## config.mk

```make
export PLATFORM = sky130hd
export DESIGN_NAME = positional_array_insert_delete
export DESIGN_NICKNAME = d
export VERILOG_FILES = /design/src/rtl/core/paid_pkg.sv /design/src/rtl/core/paid_ram.sv /design/src/rtl/core/positional_array_insert_delete.sv
export SDC_FILE = /design/constraint.sdc
export NUM_CORES = 2
export LEC_CHECK = 0
export BUFFER_PORTS_ARGS = -buffer_cell sky130_fd_sc_hd__buf_2
export CELL_PAD_IN_SITES_DETAIL_PLACEMENT = 0
export CELL_PAD_IN_SITES_GLOBAL_PLACEMENT = 1
export CORE_ASPECT_RATIO = 1.5
export CORE_MARGIN = 5
export CORE_UTILIZATION = 54
export DETAILED_ROUTE_END_ITERATION = 12
export GPL_TIMING_DRIVEN = 0
export PLACE_DENSITY = 0.9
export SETUP_SLACK_MARGIN = 0.3
export SYNTH_ARGS = -nofsm -noshare
export SYNTH_HDL_FRONTEND = slang
export SYNTH_SLANG_ARGS = --single-unit
```

## constraint.sdc

```tcl
create_clock -name clk -period 8.4 [get_ports clk]
set_input_delay 1.26 -clock clk [delete_from_list [all_inputs] [get_ports clk]]
set_output_delay 1.26 -clock clk [all_outputs]
set_load 0.02 [all_outputs]
```

## src/rtl/core/paid_pkg.sv

```systemverilog
// Shared types and codes for the positional list store.
// Used by positional_array_insert_delete; no dependencies.
package paid_pkg;

    // Command codes
    localparam logic [1:0] CMD_INSERT = 2'd0;
    localparam logic [1:0] CMD_DELETE = 2'd1;
    localparam logic [1:0] CMD_READ   = 2'd2;

    // Status codes
    localparam logic [1:0] ST_OK     = 2'd0;
    localparam logic [1:0] ST_BADPOS = 2'd1;
    localparam logic [1:0] ST_FULL   = 2'd2;

    localparam int unsigned VALUE_W = 32;
    localparam int unsigned POS_W   = 7;
    localparam int unsigned COUNT_W = 7;

    // Input beat
    typedef struct packed {
        logic [1:0]               command;
        logic [POS_W-1:0]         position;
        logic signed [VALUE_W-1:0] value;
    } in_t;

    // Result beat
    typedef struct packed {
        logic [1:0]                status;
        logic signed [VALUE_W-1:0] read_value;
        logic [COUNT_W-1:0]        entry_count;
    } out_t;

    // Controller states, one-hot
    typedef enum logic [3:0] {
        S_IDLE  = 4'b0001,
        S_SHIFT = 4'b0010,
        S_FINAL = 4'b0100,
        S_READ  = 4'b1000
    } state_t;

endpackage

```

## src/rtl/core/paid_ram.sv

```systemverilog
// Generic single-write, single-read synchronous RAM with registered read.
// No dependencies.
module paid_ram #(
    parameter int unsigned WIDTH = 32,
    parameter int unsigned DEPTH = 64
) (
    input  logic                     clk,
    input  logic                     we,
    input  logic [$clog2(DEPTH)-1:0] waddr,
    input  logic [WIDTH-1:0]         wdata,
    input  logic [$clog2(DEPTH)-1:0] raddr,
    output logic [WIDTH-1:0]         rdata
);

    logic [WIDTH-1:0] mem [DEPTH];

    // Write port
    always_ff @(posedge clk)
    begin
        if (we)
        begin
            mem[waddr] <= wdata;
        end
    end

    // Registered read port
    always_ff @(posedge clk)
    begin
        rdata <= mem[raddr];
    end

endmodule

```

## src/rtl/core/positional_array_insert_delete.sv

```systemverilog
// Positional list store: controller plus entry RAM.
// Depends on paid_pkg and paid_ram.
//
// Usage: raise start with a request beat while busy is low. Each command gives exactly one
// result beat, shown on result for one cycle while result_valid is high; it cannot be held
// off. Entries live in one RAM with one write and one read port, so an insert or delete
// moves one entry per cycle. Rejected commands and an insert at count+1 return their result
// in the next cycle without raising busy. A read holds busy while in S_READ, then answers.
// A delete moves each later entry down one slot in S_SHIFT (none when the last entry goes).
// An insert moves each entry from the last down to the target up one slot in S_SHIFT, then
// writes the new value into the opened slot in S_FINAL.
module positional_array_insert_delete #(
    parameter int unsigned DEPTH = 64
) (
    input  logic          clk,
    input  logic          rst_n,
    input  logic          start,
    output logic          busy,
    input  paid_pkg::in_t request,
    output logic          result_valid,
    output paid_pkg::out_t result
);

    localparam int unsigned AW = $clog2(DEPTH);
    localparam int unsigned CW = $clog2(DEPTH + 1);
    localparam int unsigned WW = ((CW > paid_pkg::POS_W) ? CW : paid_pkg::POS_W) + 1;
    localparam int unsigned VW = paid_pkg::VALUE_W;

    paid_pkg::state_t state_reg, state_next;
    logic [CW-1:0]    count_reg, count_next;
    logic [AW-1:0]    src_reg, src_next;
    logic [AW-1:0]    tgt_reg, tgt_next;
    logic [VW-1:0]    val_reg, val_next;
    logic             ins_reg, ins_next;
    logic [1:0]       status_reg, status_next;
    logic [VW-1:0]    rdval_reg, rdval_next;
    logic             result_valid_reg, result_valid_next;

    logic             ram_we;
    logic [AW-1:0]    ram_waddr;
    logic [VW-1:0]    ram_wdata;
    logic [AW-1:0]    ram_raddr;
    logic [VW-1:0]    ram_rdata;

    logic             accept;
    logic [WW-1:0]    pos_ext;
    logic [WW-1:0]    cnt_ext;
    logic [WW-1:0]    pos_m1;
    logic [WW-1:0]    cnt_m1;
    logic [WW-1:0]    src_p1;
    logic             pos_nz;
    logic             full;

    paid_ram #(
        .WIDTH (VW),
        .DEPTH (DEPTH)
    ) u_ram (
        .clk   (clk),
        .we    (ram_we),
        .waddr (ram_waddr),
        .wdata (ram_wdata),
        .raddr (ram_raddr),
        .rdata (ram_rdata)
    );

    // Position and count arithmetic
    assign accept  = start && !busy;
    assign pos_ext = WW'(request.position);
    assign cnt_ext = WW'(count_reg);
    assign pos_m1  = pos_ext - WW'(1);
    assign cnt_m1  = cnt_ext - WW'(1);
    assign src_p1  = WW'(src_reg) + WW'(1);
    assign pos_nz  = (pos_ext != '0);
    assign full    = (cnt_ext == WW'(DEPTH));

    // Controller
    always_comb
    begin
        state_next        = state_reg;
        count_next        = count_reg;
        src_next          = src_reg;
        tgt_next          = tgt_reg;
        val_next          = val_reg;
        ins_next          = ins_reg;
        status_next       = status_reg;
        rdval_next        = rdval_reg;
        result_valid_next = 1'b0;
        ram_we            = 1'b0;
        ram_waddr         = src_reg;
        ram_wdata         = ram_rdata;
        ram_raddr         = src_reg;

        unique case (state_reg)
            paid_pkg::S_IDLE:
            begin
                if (accept)
                begin
                    status_next = paid_pkg::ST_BADPOS;
                    rdval_next  = '0;
                    priority if (request.command == paid_pkg::CMD_INSERT)
                    begin
                        if (pos_nz && (pos_ext <= cnt_ext + WW'(1)))
                        begin
                            if (full)
                            begin
                                status_next       = paid_pkg::ST_FULL;
                                result_valid_next = 1'b1;
                            end
                            else if (pos_m1 == cnt_ext)
                            begin
                                // append: no entries move
                                ram_we            = 1'b1;
                                ram_waddr         = AW'(cnt_ext);
                                ram_wdata         = request.value;
                                count_next        = count_reg + CW'(1);
                                status_next       = paid_pkg::ST_OK;
                                result_valid_next = 1'b1;
                            end
                            else
                            begin
                                // start moving from the last entry downward
                                ram_raddr  = AW'(cnt_m1);
                                src_next   = AW'(cnt_m1);
                                tgt_next   = AW'(pos_m1);
                                val_next   = request.value;
                                ins_next   = 1'b1;
                                state_next = paid_pkg::S_SHIFT;
                            end
                        end
                        else
                        begin
                            result_valid_next = 1'b1;
                        end
                    end
                    else if (request.command == paid_pkg::CMD_DELETE)
                    begin
                        if (pos_nz && (pos_ext <= cnt_ext))
                        begin
                            if (pos_ext == cnt_ext)
                            begin
                                // last entry goes: no entries move
                                count_next        = count_reg - CW'(1);
                                status_next       = paid_pkg::ST_OK;
                                result_valid_next = 1'b1;
                            end
                            else
                            begin
                                // first entry to move down sits at index position
                                ram_raddr  = AW'(pos_ext);
                                src_next   = AW'(pos_ext);
                                ins_next   = 1'b0;
                                state_next = paid_pkg::S_SHIFT;
                            end
                        end
                        else
                        begin
                            result_valid_next = 1'b1;
                        end
                    end
                    else if (request.command == paid_pkg::CMD_READ)
                    begin
                        if (pos_nz && (pos_ext <= cnt_ext))
                        begin
                            ram_raddr  = AW'(pos_m1);
                            state_next = paid_pkg::S_READ;
                        end
                        else
                        begin
                            result_valid_next = 1'b1;
                        end
                    end
                    else
                    begin
                        result_valid_next = 1'b1;
                    end
                end
            end

            paid_pkg::S_SHIFT:
            begin
                // write back the entry read last cycle, one slot over
                ram_we    = 1'b1;
                ram_wdata = ram_rdata;
                if (ins_reg)
                begin
                    ram_waddr = AW'(src_p1);
                    if (src_reg == tgt_reg)
                    begin
                        state_next = paid_pkg::S_FINAL;
                    end
                    else
                    begin
                        ram_raddr = src_reg - AW'(1);
                        src_next  = src_reg - AW'(1);
                    end
                end
                else
                begin
                    ram_waddr = src_reg - AW'(1);
                    if (src_p1 == cnt_ext)
                    begin
                        count_next        = count_reg - CW'(1);
                        status_next       = paid_pkg::ST_OK;
                        result_valid_next = 1'b1;
                        state_next        = paid_pkg::S_IDLE;
                    end
                    else
                    begin
                        ram_raddr = AW'(src_p1);
                        src_next  = AW'(src_p1);
                    end
                end
            end

            paid_pkg::S_FINAL:
            begin
                // drop the new value into the opened slot
                ram_we            = 1'b1;
                ram_waddr         = tgt_reg;
                ram_wdata         = val_reg;
                count_next        = count_reg + CW'(1);
                status_next       = paid_pkg::ST_OK;
                result_valid_next = 1'b1;
                state_next        = paid_pkg::S_IDLE;
            end

            paid_pkg::S_READ:
            begin
                status_next       = paid_pkg::ST_OK;
                rdval_next        = ram_rdata;
                result_valid_next = 1'b1;
                state_next        = paid_pkg::S_IDLE;
            end

            default:
            begin
                state_next = paid_pkg::S_IDLE;
            end
        endcase
    end

    // Control registers
    always_ff @(posedge clk or negedge rst_n)
    begin
        if (!rst_n)
        begin
            state_reg        <= paid_pkg::S_IDLE;
            count_reg        <= '0;
            result_valid_reg <= 1'b0;
        end
        else
        begin
            state_reg        <= state_next;
            count_reg        <= count_next;
            result_valid_reg <= result_valid_next;
        end
    end

    // Payload registers
    always_ff @(posedge clk)
    begin
        src_reg    <= src_next;
        tgt_reg    <= tgt_next;
        val_reg    <= val_next;
        ins_reg    <= ins_next;
        status_reg <= status_next;
        rdval_reg  <= rdval_next;
    end

    // Outputs; count_reg already holds the post-command count at the strobe
    assign busy                = (state_reg != paid_pkg::S_IDLE);
    assign result_valid        = result_valid_reg;
    assign result.status       = status_reg;
    assign result.read_value   = rdval_reg;
    assign result.entry_count  = cnt_ext[paid_pkg::COUNT_W-1:0];

    // Checks
    a_count_bound: assert property (@(posedge clk) disable iff (!rst_n)
        cnt_ext <= WW'(DEPTH))
        else $error("entry count above depth");

    a_strobe_idle: assert property (@(posedge clk) disable iff (!rst_n)
        result_valid_reg |-> (state_reg == paid_pkg::S_IDLE))
        else $error("result strobe while a command is in progress");

    a_accept_progress: assert property (@(posedge clk) disable iff (!rst_n)
        accept |=> (busy || result_valid_reg))
        else $error("accepted command neither started nor answered");

    a_full_status: assert property (@(posedge clk) disable iff (!rst_n)
        (result_valid_reg && (status_reg == paid_pkg::ST_FULL)) |-> full)
        else $error("full status with room left");

    a_shift_ports: assert property (@(posedge clk) disable iff (!rst_n)
        (state_reg == paid_pkg::S_SHIFT) |-> (ram_waddr != ram_raddr))
        else $error("move step reads the entry it writes");

endmodule

```

# ---- Word level (Yosys, flattened, before mapping)
# Memories as Yosys holds them, arrays and structs flattened. A register that Yosys moved wholly into a read port is not among the register bits.
# Index checks and enable logic that the tools add are counted.
dict set report totals {
  register_bits 91
  ram_bits 2048
  in_bits 44
  out_inout_bits 43
  elab_cells 168
  n_memories 1
}
dict set report classes {
  n_addsub 7
  n_lt_le_gt_ge 2
  eq_ne 30
  n_mux 96
  n_bitwise 2
  reduce_logical 21
}
# name depth word_bits read_ports rd_ports_with_merged_regs wr line
set memory_table {}
lappend memory_table {u_ram.mem 64 32 1 1 1 paid_ram.sv:15} ;# logic [WIDTH-1:0] mem [DEPTH];
# cell count
set ops {}
lappend ops {{$mux W32} 6}
lappend ops {{$mux W6} 22}
lappend ops {{$pmux W32 S2} 2}
lappend ops {{$mux W7} 10}
lappend ops {{$mux W4} 13}
lappend ops {{$mux W1} 29}
lappend ops {{$ne A3 B3 Y1 const B} 9}
lappend ops {{$pmux W6 S2} 2}
lappend ops {{$pmux W7 S3} 1}
lappend ops {{$pmux W6 S3} 1}
lappend ops {{$eq A7 B7 Y1} 2}
lappend ops {{$mux W2} 6}
lappend ops {{$ne A2 B2 Y1 const B} 6}
lappend ops {{$sub A6 B1 Y6 const B} 2}
lappend ops {{$reduce_and A10 Y1} 1}
lappend ops {{$reduce_and A9 Y1} 1}
lappend ops {{$add A7 B1 Y8 const B} 1}
lappend ops {{$eq A8 B7 Y1} 1}
lappend ops {{$le A7 B8 Y1} 1}
lappend ops {{$ne A4 B4 Y1 const B} 2}
lappend ops {{$pmux W4 S2} 1}
lappend ops {{$reduce_and A8 Y1} 1}
lappend ops {{$reduce_bool A2 Y1} 4}
lappend ops {{$reduce_bool A8 Y1} 1}
lappend ops {{28 further kinds} 33}

# ---- Longest topological paths before layout
dict set report logic_depth {
  depth_word 10
  depth_mapped 22
  mapped_depth_nobuf 16
}

# ---- Hierarchy
# A second synthesis with hierarchy kept.
dict set report unflattened {
  hier_cells 4153
  area_unflattened_um2 85396.9
}
# mod n_inst cells_each area_per_inst_um2 seq_area_each_um2
set by_module_without_submodules {}
lappend by_module_without_submodules {paid_ram 1 3511 79039.6 62139.6}
lappend by_module_without_submodules {positional_array_insert_delete 1 642 6357.3 2673.8}

# ---- Worst setup path before layout
# No wires, ideal clock.
dict set report synth_path {
  path_kind {input to register}
  startpoint {input request[32] in the netlist's numbering}
  endpoint {memory u_ram.mem[9][0], enable pin}
  arrival_ns 6.290
  t_required_ns 7.939
  setup_slack_ns 1.650
  cell_stages 15
  cell_sequence {inv_1 ha_1 xor2_1 o211ai_1 a2111oi_2 o2111ai_2 nor4_1 or4b_1 buf_2 o21ai_0 and2_1 nor2_1 or3_1 clkbuf_1 nor3_1}
}
dict set report synth_between {
  elab_chain_len 10
  word_cells_on_any_way 19
  classes_between {add/sub: 1; order compare: 1; eq/ne: 1; mux: 14; reduce/logical: 2}
}
# item line
set synth_lines {}
lappend synth_lines {{start: declaration} positional_array_insert_delete.sv:19} ;# input paid_pkg::in_t request,
lappend synth_lines {{$sub A7 B1 Y8} positional_array_insert_delete.sv:70} ;# assign pos_m1 = pos_ext - WW'(1);
lappend synth_lines {{$eq A8 B7 Y1} positional_array_insert_delete.sv:109} ;# else if (pos_m1 == cnt_ext)
lappend synth_lines {{$mux W1} positional_array_insert_delete.sv:109}
lappend synth_lines {{$mux W1} positional_array_insert_delete.sv:104} ;# if (full)
lappend synth_lines {{$mux W1} positional_array_insert_delete.sv:102} ;# if (pos_nz && (pos_ext <= cnt_ext + WW'(1)))
lappend synth_lines {{$mux W1} positional_array_insert_delete.sv:100} ;# priority if (request.command == paid_pkg::CMD_INSERT)
lappend synth_lines {{$mux W1} positional_array_insert_delete.sv:96} ;# if (accept)
lappend synth_lines {{$pmux W1 S2} positional_array_insert_delete.sv:93} ;# unique case (state_reg)
lappend synth_lines {{$mux W1} paid_ram.sv:20} ;# if (we)
lappend synth_lines {{$mux W1 (implied by the code)} paid_ram.sv:22} ;# mem[waddr] <= wdata;
lappend synth_lines {{end: declaration} paid_ram.sv:15}
# Several ways; a longest one is shown, not always the timed one.

# ---- Final worst setup path
dict set report layout_path {
  startpoint {register src_reg[1]}
  endpoint {register u_ram.rdata[15], read port of u_ram.mem}
}
dict set report layout_between {
  elab_chain_len 6
  word_cells_on_any_way 18
  classes_between {add/sub: 2; eq/ne: 2; mux: 14}
}
# item line
set layout_lines {}
lappend layout_lines {{start: declaration} positional_array_insert_delete.sv:31} ;# logic [AW-1:0] src_reg, src_next;
lappend layout_lines {{start signal: assignment} positional_array_insert_delete.sv:262} ;# src_reg <= src_next;
lappend layout_lines {{branches (longest 5 deep; another with $add A6 B1 Y7)} n/a}
lappend layout_lines {{$pmux W6 S2 *} positional_array_insert_delete.sv:93}
lappend layout_lines {{end: declaration} paid_ram.sv:12} ;# output logic [WIDTH-1:0] rdata
# Every way passes the cells marked *.
# A chain may end at the register's enable or synchronous reset.

==> impl_metrics.ini <==
[outcome]
status = finished, violations left
violations = capacitance limit, slew limit

[floorplan]
dieArea_um2 = 170300
fp-row-count = 181
core-area_um2 = 161700
die_h_um = 502.9
die_w_um = 338.6
start_util_pct = 54.08
io_pins = 87

[sta]
fin_skew_ns = 0.02760
setup_viol = 0
slew_violations = 5
maxSlewHeadroom_pct = -4.535
fin_setup_tns_ns = 0
tightestPinTransition_ns = 1.554
layout_setup_ws_ns = 0.5137
hold_viol = 0
rsz0062_at_grt = false
fmax_mhz = 126.8
finalCriticalPeriod_ns = 7.886
min_period_over_period_pct = 93.89

[clock_network]
clock-root-buffer = clkbuf_16
numCtsBuffers = 187
insertion_delay_ns = 0.85
clock_path_buffers = 3
clock-sinks = 2171
cts_max_level = 4
cts_tree = built
path_clk_slew_ns = 0.07
postCtsSetupBuffers = 0

[cells_and_area]
finalNetCount = 6449
final_cell_area_um2 = 99670
area_growth_pct = 13.97
fillers = 11520
drive_gt1_share_pct = 13.04
largest_register_ffs = 2048
regMostFlops = u_ram.mem
fin_cells = 8669
final_util_pct = 61.64

[synth]
synth_nets = 6049
synth_edf_count = 2127
synthDistinctLibCells = 92
seq_area_frac_synth_pct = 74.11
syn_area_per_cell_um2 = 14.61
syn-cell-area_um2 = 87450
synthArstFlopShare_pct = 0.5527
synth-seq-cells = 2171
synth_area_leaders = edfxtp_1 (73%), nand2_1 (5.8%), mux2i_1 (5.6%), nand3_1 (1.6%), a32o_1 (1.4%)
synthFlopType = edfxtp_1
synth_top_area_share_pct = 73.04
yosysMostFrequentCell = edfxtp_1
synth_top_area_cell = edfxtp_1
synthTopCellsByCount = edfxtp_1 (2,127), nand2_1 (1,341), mux2i_1 (486), nand3_1 (271), clkbuf_1 (189)
yosysWarnings = 0
syn_inst = 5987

[flow_run]
cap_violations = 3

[worst_setup_path]
cp-end-kind = register
critical-path-top-delay-family = buffers and inverters
timing.rr.start = src_reg[1]
r2r-end = u_ram.rdata[15]
crit_top_cell = buf_2
startpoint = src_reg[1]
start_kind = register
critical_path_class = reg -> reg
required_ns = 9.01
worstPathCellList = clkbuf_1, inv_1, ha_1, clkbuf_1, xor2_1, a211oi_1, o2111ai_1, a32oi_1, buf_2, mux2i_1, nor2_1, a2111oi_4, buf_2, buf_2, buf_2, clkbuf_1, a221oi_1, nor4_1, nor4_1
cp.depth = 19
rrSetupSlack_ns = 0.51
rr_worst_depth = 19
slowest_stage = nor4_1
crit_fanout = 10
cp-endpoint = u_ram.rdata[15]
cp.arrival_ns = 8.50
critPathBufInv = 8
slowest_delay_ns = 0.99

[placed_design]
numPortBuffers = 86
dpl.hpwl_um = 194800
place_ws_ns = 0.2991
placed_cells_incl_taps = 8298
place.gp.congestion = 1.012
place_area_um2 = 93550

[detailed_routing]
ant_nets = 0
wl_per_cell_um = 32.04
initialDrtViolationCount = 8914
vias_per_cell = 6.556
dr_total_vias = 56840
wl_um = 277800
first_pass_iters = 8
drcViolationCount = 0

[power]
p_leak_nw = 34.29
power.density_nw_per_um2 = 440.9
irDropWorstVdd_v = 0.0002902

[grt]
antenna_found_initial = 27
grt_max_degree = 65
grtUsageTotal_pct = 31.82
grt_remaining_overflow = 0
first_global_vias = 55500
grt_pass1_wl_um = 387800

[hold_path]
hold_class = in -> async
[area by class of cell]
class	count	area [um2]	area share [%]
inverters	24	90.09	0.09038
clock inverters	110	1008	1.012
clock buffers	235	4994	5.010
multi-input cells	3378	21460	21.53
repair buffers	211	2665	2.674
plain buffers	414	1957	1.963
well taps	2104	2633	2.641
flip-flops and latches	2171	64810	65.03
diodes	22	55.05	0.05523
[metal layers]
layer	GRT usage [%]	up-vias	routed length (um)
met4	24.81	2	26260
met3	7.352	1049	30050
met2	52.69	4017	132800
met5	0	-	11
met1	35.84	28010	88620
li1	-	23760	-
[layout by cell type, fill, tap and decap left out, types with 37 or more instances in the layout]
| cell | count |
|---|---|
| nor2_1 | 46 |
| and3_1 | 135 |
| buf_4 | 39 |
| nor4_1 | 99 |
| buf_12 | 49 |
| a32oi_1 | 37 |
| clkbuf_1 | 226 |
| a21oi_1 | 157 |
| mux2i_1 | 486 |
| a32o_1 | 125 |
| edfxtp_1 | 2127 |
| nor2_4 | 58 |
| nand3_1 | 271 |
| a311oi_1 | 128 |
| clkinv_1 | 43 |
| buf_2 | 256 |
| clkbuf_16 | 190 |
| a221oi_1 | 101 |
| nand2_1 | 1309 |
| and2_1 | 40 |
[how the worst min path moves through the flow]
| stage | start | endpoint | slack [ns] |
|---|---|---|---|
| 3_3_place_gp | state_reg[1] | state_reg[0] | 0.50 |
| 6_report | rst_n | count_reg[3] | 0.31 |
| 2_1_floorplan | state_reg[1] | state_reg[0] | 0.48 |
| 3_5_place_dp | u_ram.rdata[22] | rdval_reg[22] | 0.53 |
| 4_1_cts | rst_n | count_reg[3] | 0.29 |
| 5_1_grt | rst_n | count_reg[2] | 0.33 |
[power breakdown]
part	internal, mW	switching (mW)
clock	4.66	3.92
combinational	4.92	15.0
sequential	15.2	0.265
total	24.8	19.1
[cell families after synthesis]
| group | Yosys count | synth area share [%] |
|---|---|---|
| flip-flops | 2171 | 74.11 |
| AO/OA/AOI/OAI | 726 | 6.677 |
| multiplexers | 489 | 5.601 |
| adder cells (fa/ha/maj) | 18 | 0.2575 |
| AND/OR/NAND/NOR | 2102 | 10.57 |
| XOR/XNOR | 43 | 0.4464 |
| buffers and inverters | 438 | 2.334 |
[metrics by stage]
step | hold slack [ns] | total power, mW
2_1_floorplan | 0.4788 | 25.62
3_3_place_gp | 0.5034 | 33.72
3_5_place_dp | 0.5277 | 34.73
4_1_cts | 0.2932 | 43.18
5_1_grt | 0.3283 | 44.81
6_report | 0.3095 | 43.94
[what timing repair did]
action                                  in CTS  in global routing
endpoints found under the setup margin       0                  3
resized for setup                            0                  3
hold buffers                                 0                  0
Note: power is estimated with default switching activity, not from simulation.
